<file path="src/sv/dfv_pkg.sv">
// Shared types, constants and helpers of the datagram frame validator.
// No dependencies.
`default_nettype none

package dfv_pkg;

  localparam int unsigned MAX_PAYLOAD   = 256;
  localparam int unsigned QUEUE_DEPTH   = 4;
  localparam int unsigned HDR_BYTES     = 4;
  localparam int unsigned CHK_LAST_OFS  = 5;
  localparam int unsigned FRAME_OVERHEAD = 6;

  localparam int unsigned CFG_IDX_W  = 2;
  localparam int unsigned CFG_DATA_W = 16;

  localparam logic [CFG_IDX_W-1:0] CFG_ENABLED = 2'd0;
  localparam logic [CFG_IDX_W-1:0] CFG_MAGIC   = 2'd1;

  typedef enum logic [2:0] {
    VERDICT_OK        = 3'd0,
    VERDICT_SHORT     = 3'd1,
    VERDICT_BAD_MAGIC = 3'd2,
    VERDICT_BAD_LEN   = 3'd3,
    VERDICT_MISMATCH  = 3'd4
  } verdict_e;

  typedef enum logic [1:0] {
    OP_PAYLOAD = 2'd0,
    OP_VERDICT = 2'd1,
    OP_CLEAR   = 2'd2
  } op_e;

  // One queued transaction from the front to the back.
  typedef struct packed {
    op_e         kind;
    logic [7:0]  data;
    logic        payload;   // byte enters the running sums
    logic        pass;      // payload byte goes out
    verdict_e    pre;       // header verdict, OK means checksum still pending
    logic [15:0] check;
    logic [8:0]  flen;
  } op_t;

  function automatic logic [7:0] add_mod255(input logic [7:0] a, input logic [7:0] b);
    logic [8:0] s;
    s = {1'b0, a} + {1'b0, b};
    return (s >= 9'd255) ? 8'(s - 9'd255) : s[7:0];
  endfunction

endpackage

`default_nettype wire

</file>
<file path="src/sv/dfv_intf.sv">
// Channel interfaces: byte input, result output and configuration write.
// Depends on dfv_pkg.
`default_nettype none

interface dfv_in_if import dfv_pkg::*; ();
  logic       valid;
  logic       ready;
  logic [7:0] data_byte;
  logic       last_byte;

  modport source (output valid, data_byte, last_byte, input ready);
  modport sink   (input valid, data_byte, last_byte, output ready);
endinterface

interface dfv_out_if import dfv_pkg::*; ();
  logic       valid;
  logic       ready;
  logic       item_kind;
  logic [7:0] payload_out;
  logic [2:0] verdict;
  logic [8:0] frame_length;

  modport source (output valid, item_kind, payload_out, verdict, frame_length, input ready);
  modport sink   (input valid, item_kind, payload_out, verdict, frame_length, output ready);
endinterface

interface dfv_cfg_if import dfv_pkg::*; ();
  logic                  valid;
  logic                  ready;
  logic [CFG_IDX_W-1:0]  index;
  logic [CFG_DATA_W-1:0] data;

  modport source (output valid, index, data, input ready);
  modport sink   (input valid, index, data, output ready);
endinterface

`default_nettype wire

</file>
<file path="src/sv/dfv_front.sv">
// Front end: configuration registers, byte position, header and checksum capture.
// Classifies each byte and queues work for the back end. Depends on dfv_pkg, dfv_intf.
`default_nettype none

module dfv_front import dfv_pkg::*; (
  input  logic      clk_i,
  input  logic      rst_ni,
  dfv_in_if.sink    in_i,
  dfv_cfg_if.sink   cfg_i,
  input  logic      full_i,
  output logic      push_o,
  output op_t       op_o
);

  logic        enabled_q;
  logic [15:0] magic_cfg_q;
  logic [15:0] pos_q, pos_d;
  logic [15:0] magic_q, magic_d;
  logic [15:0] len_q, len_d;
  logic [15:0] check_q, check_d;

  logic        accept;
  logic        last;
  logic        payload;
  logic [7:0]  b;
  logic [16:0] pos_ext, len_ext, len_d_ext, count;
  verdict_e    pre;

  assign in_i.ready  = !full_i;
  assign cfg_i.ready = 1'b1;
  assign accept      = in_i.valid && in_i.ready;
  assign b           = in_i.data_byte;
  assign last        = in_i.last_byte;
  assign pos_ext     = {1'b0, pos_q};
  assign len_ext     = {1'b0, len_q};
  assign len_d_ext   = {1'b0, len_d};
  assign count       = pos_ext + 17'd1;

  always_comb begin
    magic_d = magic_q;
    len_d   = len_q;
    check_d = check_q;
    payload = 1'b0;
    if (pos_q < 16'd2) begin
      magic_d = {magic_q[7:0], b};
    end else if (pos_q < 16'(HDR_BYTES)) begin
      len_d = {len_q[7:0], b};
    end else if ((pos_q - 16'(HDR_BYTES)) < len_q) begin
      payload = 1'b1;
    end else if (pos_ext == len_ext + 17'(HDR_BYTES) ||
                 pos_ext == len_ext + 17'(CHK_LAST_OFS)) begin
      check_d = {check_q[7:0], b};
    end
    pos_d = (&pos_q) ? pos_q : pos_q + 16'd1;
  end

  always_comb begin
    if (count < 17'(FRAME_OVERHEAD)) begin
      pre = VERDICT_SHORT;
    end else if (magic_d != magic_cfg_q) begin
      pre = VERDICT_BAD_MAGIC;
    end else if (len_d_ext > 17'(MAX_PAYLOAD) ||
                 len_d_ext + 17'(FRAME_OVERHEAD) > count) begin
      pre = VERDICT_BAD_LEN;
    end else begin
      pre = VERDICT_OK;
    end
  end

  always_comb begin
    op_o.kind    = !enabled_q ? OP_CLEAR : (last ? OP_VERDICT : OP_PAYLOAD);
    op_o.data    = b;
    op_o.payload = payload;
    op_o.pass    = (magic_q == magic_cfg_q) && (len_ext <= 17'(MAX_PAYLOAD));
    op_o.pre     = pre;
    op_o.check   = check_d;
    op_o.flen    = (pre == VERDICT_OK) ? len_d[8:0] : 9'd0;
  end

  assign push_o = accept && (!enabled_q || last || payload);

  always_ff @(posedge clk_i or negedge rst_ni) begin
    if (!rst_ni) begin
      enabled_q   <= 1'b0;
      magic_cfg_q <= '0;
    end else if (cfg_i.valid) begin
      case (cfg_i.index)
        CFG_ENABLED: enabled_q   <= cfg_i.data[0];
        CFG_MAGIC:   magic_cfg_q <= cfg_i.data;
        default: ;
      endcase
    end
  end

  always_ff @(posedge clk_i or negedge rst_ni) begin
    if (!rst_ni) begin
      pos_q   <= '0;
      magic_q <= '0;
      len_q   <= '0;
      check_q <= '0;
    end else if (accept) begin
      // drop the frame on a disabled byte or at the end of the datagram
      if (!enabled_q || last) begin
        pos_q   <= '0;
        magic_q <= '0;
        len_q   <= '0;
        check_q <= '0;
      end else begin
        pos_q   <= pos_d;
        magic_q <= magic_d;
        len_q   <= len_d;
        check_q <= check_d;
      end
    end
  end

endmodule

`default_nettype wire

</file>
<file path="src/sv/dfv_queue.sv">
// Short register queue of work items between front and back end.
// Depends on dfv_pkg.
`default_nettype none

module dfv_queue import dfv_pkg::*; #(
  parameter int unsigned DEPTH = QUEUE_DEPTH
) (
  input  logic clk_i,
  input  logic rst_ni,
  input  logic push_i,
  input  op_t  push_data_i,
  output logic full_o,
  input  logic pop_i,
  output op_t  pop_data_o,
  output logic empty_o
);

  localparam int unsigned AW = (DEPTH > 1) ? $clog2(DEPTH) : 1;
  localparam int unsigned CW = $clog2(DEPTH + 1);
  localparam logic [AW-1:0] LAST_IDX = AW'(DEPTH - 1);

  op_t           slots_q [DEPTH];
  logic [AW-1:0] wr_q, rd_q;
  logic [CW-1:0] cnt_q;
  logic          do_push, do_pop;

  assign full_o     = (cnt_q == CW'(DEPTH));
  assign empty_o    = (cnt_q == '0);
  assign do_push    = push_i && !full_o;
  assign do_pop     = pop_i && !empty_o;
  assign pop_data_o = slots_q[rd_q];

  always_ff @(posedge clk_i) begin
    if (do_push) begin
      slots_q[wr_q] <= push_data_i;
    end
  end

  always_ff @(posedge clk_i or negedge rst_ni) begin
    if (!rst_ni) begin
      wr_q  <= '0;
      rd_q  <= '0;
      cnt_q <= '0;
    end else begin
      if (do_push) begin
        wr_q <= (wr_q == LAST_IDX) ? '0 : wr_q + AW'(1);
      end
      if (do_pop) begin
        rd_q <= (rd_q == LAST_IDX) ? '0 : rd_q + AW'(1);
      end
      case ({do_push, do_pop})
        2'b10:   cnt_q <= cnt_q + CW'(1);
        2'b01:   cnt_q <= cnt_q - CW'(1);
        default: cnt_q <= cnt_q;
      endcase
    end
  end

endmodule

`default_nettype wire

</file>
<file path="src/sv/dfv_back.sv">
// Back end: Fletcher-16 running sums, checksum compare and output register.
// Depends on dfv_pkg, dfv_intf.
`default_nettype none

module dfv_back import dfv_pkg::*; (
  input  logic       clk_i,
  input  logic       rst_ni,
  input  logic       empty_i,
  input  op_t        op_i,
  output logic       pop_o,
  dfv_out_if.source  out_o
);

  logic [7:0] lo_q, hi_q, lo_upd, hi_upd, lo_v, hi_v;
  logic       out_valid_q, out_valid_d;
  logic       kind_q;
  logic [7:0] data_q;
  verdict_e   verdict_q, verdict_d;
  logic [8:0] flen_q;
  logic       emit_payload, emit_verdict;

  assign pop_o  = !empty_i && (!out_valid_q || out_o.ready);
  assign lo_upd = add_mod255(lo_q, op_i.data);
  assign hi_upd = add_mod255(hi_q, lo_upd);
  assign lo_v   = op_i.payload ? lo_upd : lo_q;
  assign hi_v   = op_i.payload ? hi_upd : hi_q;

  assign emit_payload = pop_o && (op_i.kind == OP_PAYLOAD) && op_i.pass;
  assign emit_verdict = pop_o && (op_i.kind == OP_VERDICT);

  always_comb begin
    verdict_d = op_i.pre;
    if (op_i.pre == VERDICT_OK && op_i.check != {hi_v, lo_v}) begin
      verdict_d = VERDICT_MISMATCH;
    end
  end

  always_comb begin
    out_valid_d = out_valid_q && !out_o.ready;
    if (emit_payload || emit_verdict) begin
      out_valid_d = 1'b1;
    end
  end

  always_ff @(posedge clk_i or negedge rst_ni) begin
    if (!rst_ni) begin
      out_valid_q <= 1'b0;
      lo_q        <= '0;
      hi_q        <= '0;
    end else begin
      out_valid_q <= out_valid_d;
      if (pop_o) begin
        case (op_i.kind)
          OP_PAYLOAD: begin
            lo_q <= lo_upd;
            hi_q <= hi_upd;
          end
          OP_VERDICT, OP_CLEAR: begin
            lo_q <= '0;
            hi_q <= '0;
          end
          default: ;
        endcase
      end
    end
  end

  always_ff @(posedge clk_i) begin
    if (emit_payload) begin
      kind_q    <= 1'b0;
      data_q    <= op_i.data;
      verdict_q <= VERDICT_OK;
      flen_q    <= '0;
    end else if (emit_verdict) begin
      kind_q    <= 1'b1;
      data_q    <= '0;
      verdict_q <= verdict_d;
      flen_q    <= op_i.flen;
    end
  end

  assign out_o.valid        = out_valid_q;
  assign out_o.item_kind    = kind_q;
  assign out_o.payload_out  = data_q;
  assign out_o.verdict      = verdict_q;
  assign out_o.frame_length = flen_q;

endmodule

`default_nettype wire

</file>
<file path="src/sv/datagram_frame_validator.sv">
// Top level of the datagram frame validator: front end, work queue, back end.
// Depends on dfv_pkg, dfv_intf, dfv_front, dfv_queue, dfv_back.
//
//  Port    Dir  Handshake     Carries
//  in_i    in   valid/ready   data_byte, last_byte
//  out_o   out  valid/ready   item_kind, payload_out, verdict, frame_length
//  cfg_i   in   valid/ready   index, data (0 enabled, 1 magic_word); ready is always high
//
// One byte per cycle sustained while the queue is not full; a result is queued, then registered.
// Unless the output stalls, the back end retires one queued transaction per cycle into a single
// output register. Reset clears configuration, frame state, running sums and the queue at once.
// A stalled output backs up the queue; in_i.ready falls once the queue is full.
`default_nettype none

module datagram_frame_validator import dfv_pkg::*; #(
  parameter int unsigned QUEUE_DEPTH_P = QUEUE_DEPTH
) (
  input  logic      clk_i,
  input  logic      rst_ni,
  dfv_in_if.sink    in_i,
  dfv_out_if.source out_o,
  dfv_cfg_if.sink   cfg_i
);

  logic push, pop, full, empty;
  op_t  push_op, pop_op;

  dfv_front u_front (
    .clk_i  (clk_i),
    .rst_ni (rst_ni),
    .in_i   (in_i),
    .cfg_i  (cfg_i),
    .full_i (full),
    .push_o (push),
    .op_o   (push_op)
  );

  dfv_queue #(
    .DEPTH (QUEUE_DEPTH_P)
  ) u_queue (
    .clk_i       (clk_i),
    .rst_ni      (rst_ni),
    .push_i      (push),
    .push_data_i (push_op),
    .full_o      (full),
    .pop_i       (pop),
    .pop_data_o  (pop_op),
    .empty_o     (empty)
  );

  dfv_back u_back (
    .clk_i   (clk_i),
    .rst_ni  (rst_ni),
    .empty_i (empty),
    .op_i    (pop_op),
    .pop_o   (pop),
    .out_o   (out_o)
  );

endmodule

`default_nettype wire

</file>
<file path="src/flat_wrapper.sv">
// flat-port wrapper written by rule: the top's interface ports become plain ports
module datagram_frame_validator_flat import dfv_pkg::*;
#(
  parameter int unsigned QUEUE_DEPTH_P = QUEUE_DEPTH
)
  (clk_i, rst_ni, in_i_valid, in_i_data_byte, in_i_last_byte, in_i_ready, out_o_valid, out_o_item_kind, out_o_payload_out, out_o_verdict, out_o_frame_length, out_o_ready, cfg_i_valid, cfg_i_index, cfg_i_data, cfg_i_ready);
  dfv_in_if in_i_i ();
  dfv_out_if out_o_i ();
  dfv_cfg_if cfg_i_i ();
  input  logic clk_i;
  input  logic rst_ni;
  input wire logic [$bits(in_i_i.valid)-1:0] in_i_valid;
  input wire logic [$bits(in_i_i.data_byte)-1:0] in_i_data_byte;
  input wire logic [$bits(in_i_i.last_byte)-1:0] in_i_last_byte;
  output wire logic [$bits(in_i_i.ready)-1:0] in_i_ready;
  output wire logic [$bits(out_o_i.valid)-1:0] out_o_valid;
  output wire logic [$bits(out_o_i.item_kind)-1:0] out_o_item_kind;
  output wire logic [$bits(out_o_i.payload_out)-1:0] out_o_payload_out;
  output wire logic [$bits(out_o_i.verdict)-1:0] out_o_verdict;
  output wire logic [$bits(out_o_i.frame_length)-1:0] out_o_frame_length;
  input wire logic [$bits(out_o_i.ready)-1:0] out_o_ready;
  input wire logic [$bits(cfg_i_i.valid)-1:0] cfg_i_valid;
  input wire logic [$bits(cfg_i_i.index)-1:0] cfg_i_index;
  input wire logic [$bits(cfg_i_i.data)-1:0] cfg_i_data;
  output wire logic [$bits(cfg_i_i.ready)-1:0] cfg_i_ready;
  assign in_i_i.valid = in_i_valid;
  assign in_i_i.data_byte = in_i_data_byte;
  assign in_i_i.last_byte = in_i_last_byte;
  assign in_i_ready = in_i_i.ready;
  assign out_o_valid = out_o_i.valid;
  assign out_o_item_kind = out_o_i.item_kind;
  assign out_o_payload_out = out_o_i.payload_out;
  assign out_o_verdict = out_o_i.verdict;
  assign out_o_frame_length = out_o_i.frame_length;
  assign out_o_i.ready = out_o_ready;
  assign cfg_i_i.valid = cfg_i_valid;
  assign cfg_i_i.index = cfg_i_index;
  assign cfg_i_i.data = cfg_i_data;
  assign cfg_i_ready = cfg_i_i.ready;
  datagram_frame_validator #(.QUEUE_DEPTH_P(QUEUE_DEPTH_P)) u_core (.clk_i(clk_i), .rst_ni(rst_ni), .in_i(in_i_i), .out_o(out_o_i), .cfg_i(cfg_i_i));
endmodule
</file>
<file path="config.mk">
export PLATFORM = sky130hd
export DESIGN_NAME = datagram_frame_validator_flat
export DESIGN_NICKNAME = d
export VERILOG_FILES = /design/src/sv/dfv_pkg.sv /design/src/sv/dfv_intf.sv /design/src/sv/dfv_front.sv /design/src/sv/dfv_queue.sv /design/src/sv/dfv_back.sv /design/src/sv/datagram_frame_validator.sv /design/src/flat_wrapper.sv
export SDC_FILE = /design/constraint.sdc
export NUM_CORES = 1
export LEC_CHECK = 0
export BUFFER_PORTS_ARGS = -buffer_cell sky130_fd_sc_hd__buf_2
export CORE_AREA = 8 8 174 176
export CTS_BUF_LIST = sky130_fd_sc_hd__clkbuf_8
export DETAILED_ROUTE_END_ITERATION = 16
export DIE_AREA = 0 0 182 184
export GPL_TIMING_DRIVEN = 0
export PLACE_DENSITY = 0.88
export SLEW_MARGIN = 20
export SYNTH_ARGS = -nofsm -noshare
export SYNTH_HDL_FRONTEND = slang
export SYNTH_SLANG_ARGS = --single-unit
</file>
<file path="constraint.sdc">
create_clock -name clk_i -period 8.3 [get_ports clk_i]
set_input_delay 1.245 -clock clk_i [delete_from_list [all_inputs] [get_ports clk_i]]
set_output_delay 1.245 -clock clk_i [all_outputs]
set_load 0.03 [all_outputs]
</file>
==> results_dict.tcl <==
set metrics [dict create \
    status "completed" \
    min_path_type "flop to flop" \
    multi_input_area_mm2 0.00765 \
    synth_area_mm2 0.0160 \
    final_common_cell "edfxtp_1" \
    cts.path.max_buffers 3 \
    cts-root-buf "clkbuf_8" \
    insertion_delay_ns 0.58 \
    clk_pin_slew_ns 0.06 \
    clock.fmax_ghz 0.125 \
    yosysTopAreaCell "edfxtp_1" \
    finalSetupViolCount 0 \
    fin_crit_sh_pct 96.5 \
    postSynthAreaPerCell_um2 11.4 \
    diodes 0 \
    drt_iter0_markers 1609 \
    relSlewSlack_pct 41.4 \
    synth_cells 1401 \
    antenna_found_initial 0 \
    cts_tree "built" \
    r2r_slack_ns 0.29 \
    via_count 12471 \
    drive_gt1_share_pct 16.1 \
    synth_ff_type "edfxtp_1" \
    end_kind "flop" \
    cellLeakagePower_nw 6.97 \
    r2r_cells 26 \
    finish.net_count 1611 \
    dr.pass1.iters 6 \
    vias_per_cell 6.62 \
    cap_violations 0 \
    antenna_left 0 \
    synth-seq-cells 282 \
    synth_area_leaders "edfxtp_1 31%, dfrtp_1 16%, ha_1 5.5%" \
    grt_pass1_wl_mm 68.9 \
    initial_core_util_pct 58.2 \
    coreArea_mm2 0.0275 \
    cp.required_ns 8.72 \
    slew_violations 0 \
    arrival_ns 8.42 \
    grt_pass1_vias 12354 \
    hold_slack_ns 0.486 \
    rsz0062_at_grt "false" \
    synth-edff-count 164 \
    post-dp-hpwl_mm 30.8 \
    async_flop_share_pct 37.2 \
    drcViolationCount 0 \
    crit_path_frequent_cell "clkbuf_2" \
    synth_fp_nets 1506 \
    hold_depth 2 \
    clkSinkCount 282 \
    yosysUniqueCellTypes 83 \
    cts_hold_buf 0 \
    yosysSeqAreaShare_pct 48.8 \
    hold_viol 0 \
    worstSetupPathType "flop to flop" \
    grt_usage_pct 26.1 \
    synth.top_cell.area_share_pct 30.8 \
    grt_max_degree 82 \
    num-fill-cells 1949 \
    die_area_mm2 0.0335 \
    dieHeight_um 184 \
    port_buffers 54 \
    min_period_ns 8.01 \
    p_per_area_mw_per_mm2 417 \
    placementRows 61 \
    skew_ns 0.0441 \
    fin_area_mm2 0.0177 \
    route.detailed.wl_per_inst_um 23.5 \
    wl_mm 44.4 \
    grt_overflow 0 \
    max_slew.worst_pin.slew_ns 0.869 \
    yosys_warnings 0 \
    crit_path_top_delay_cell "o41ai_1" \
    mostFrequentLayoutCells "164 x edfxtp_1, 115 x nand2_1, 104 x dfrtp_1" \
    cp_max_fo 10 \
    ios 56 \
    cpPeakStageDelay_ns 0.57 \
    regArea_mm2 0.00781 \
    placed_area_mm2 0.0168 \
    gp_congestion 0.961 \
    syn_to_final_growth_pct 10.9 \
    fin_tns_setup_ns 0 \
    cts_inserted_buffers 44 \
    die_w_um 182 \
    peakVddDrop_mv 0.277 \
    h-tree-depth 2 \
    cp-start-kind "flop" \
]
-- flip-flops by register name (all words and copies together), names as in the netlist --
signal                            cells
u_core.u_back.out_o.item_kind         1
u_core.u_back.out_o.frame_length      9
u_core.u_queue.cnt_q                  3
u_core.u_front.enabled_q              1
u_core.u_queue.rd_q                   2
u_core.u_front.len_q                 16
u_core.u_queue.wr_q                   2
u_core.u_front.magic_q               16
u_core.u_front.check_q               16
u_core.u_front.pos_q                 16
u_core.u_back.lo_q                    8
u_core.u_back.out_o.verdict           3
u_core.u_back.out_o.payload_out       8
u_core.u_queue.slots_q              156
u_core.u_back.hi_q                    8
u_core.u_front.magic_cfg_q           16
u_core.u_back.out_o.valid             1
-- logic make-up after synthesis --
kind of cell	after synthesis	share of synthesized area [%]
and+or+nand+nor	386	12.2
AOI/OAI and AO/OA	275	12.3
xor gates and xnor gates	140	7.75
muxes	100	9.42
adders and majority gates	73	5.85
buffers and inverters	144	3.58
DFF	282	48.8
other	1	0.0234
-- synth_stat cells, drive strengths merged, types with 28 or more instances --
cell type / count
a21oi: 62
a22o: 43
clkbuf: 50
dfrtp: 105
edfxtp: 164
ha: 70
inv: 70
mux2: 34
mux2i: 29
mux4: 37
nand2: 115
nand3: 36
nand4: 28
nor2: 70
o21ai: 58
xnor2: 85
xor2: 54
-- final timing paths --
path,start,end
worst max-delay path,u_core.u_queue.rd_q[1],u_core.u_back.out_o.verdict[2]
worst min-delay path,u_core.u_back.out_o.frame_length[3],u_core.u_back.out_o.frame_length[3]
worst max register to register,u_core.u_queue.rd_q[1],u_core.u_back.out_o.verdict[2]
worst min register to register,u_core.u_back.out_o.frame_length[3],u_core.u_back.out_o.frame_length[3]
max in group asynchronous,rst_ni,u_core.u_front.magic_q[8]
min in group asynchronous,rst_ni,u_core.u_back.lo_q[5]
-- power breakdown --
group          internal (mW)  total, mW  switching, mW
Sequential              1.77       1.93          0.160
Clock                  0.592       1.16          0.568
Combinational           1.71       4.30           2.60
-- through the flow --
| stage | utilization (%) | setup WS (ns) | cells | power (mW) |
|---|---|---|---|---|
| 2_1_floorplan | - | 0.487 | 1401 | 4.94 |
| 3_3_place_gp | 60.8 | -1.26 | 1801 | 5.77 |
| 3_5_place_dp | 61.2 | -1.44 | 1806 | 5.96 |
| 4_1_cts | 64.4 | 0.0901 | 1883 | 7.20 |
| 5_1_grt | 64.6 | 0.0561 | 1885 | 7.82 |
| 6_report | 64.6 | 0.292 | 1885 | 7.39 |
-- layout make-up --
| type | instances | area share, % |
|---|---|---|
| Buffer | 71 | 1.73 |
| Clock buffer | 47 | 3.65 |
| Clock inverter | 32 | 1.16 |
| Inverter | 70 | 1.48 |
| Multi-Input combinational cell | 975 | 43.2 |
| Sequential cell | 282 | 44.1 |
| Tap cell | 346 | 2.44 |
| Timing Repair Buffer | 62 | 2.33 |
-- per-layer routing --
metal	track usage, %	up-vias	share of wire [%]
met5	0	-	0
met3	5.12	188	9.0
li1	-	5422	-
met2	44.1	812	48
met4	13.4	0	5.2
met1	31.7	6049	37
-- worst max-delay path, delay by kind of cell, from the launching register on --
family | cells | cell delay (ns)
AOI/OAI and AO/OA | 9 | 2.67
buffers and inverters | 6 | 1.72
adders and majority gates | 3 | 0.94
and+or+nand+nor | 4 | 0.87
xor gates and xnor gates | 3 | 0.76
DFF | 1 | 0.50
muxes | 1 | 0.40
-- repair_timing --
action	in CTS	in global routing
setup endpoints to repair	9	1
setup buffers	0	3
pin swaps	0	1
resized for setup	9	5
Note: power is estimated with default switching activity, not from simulation.
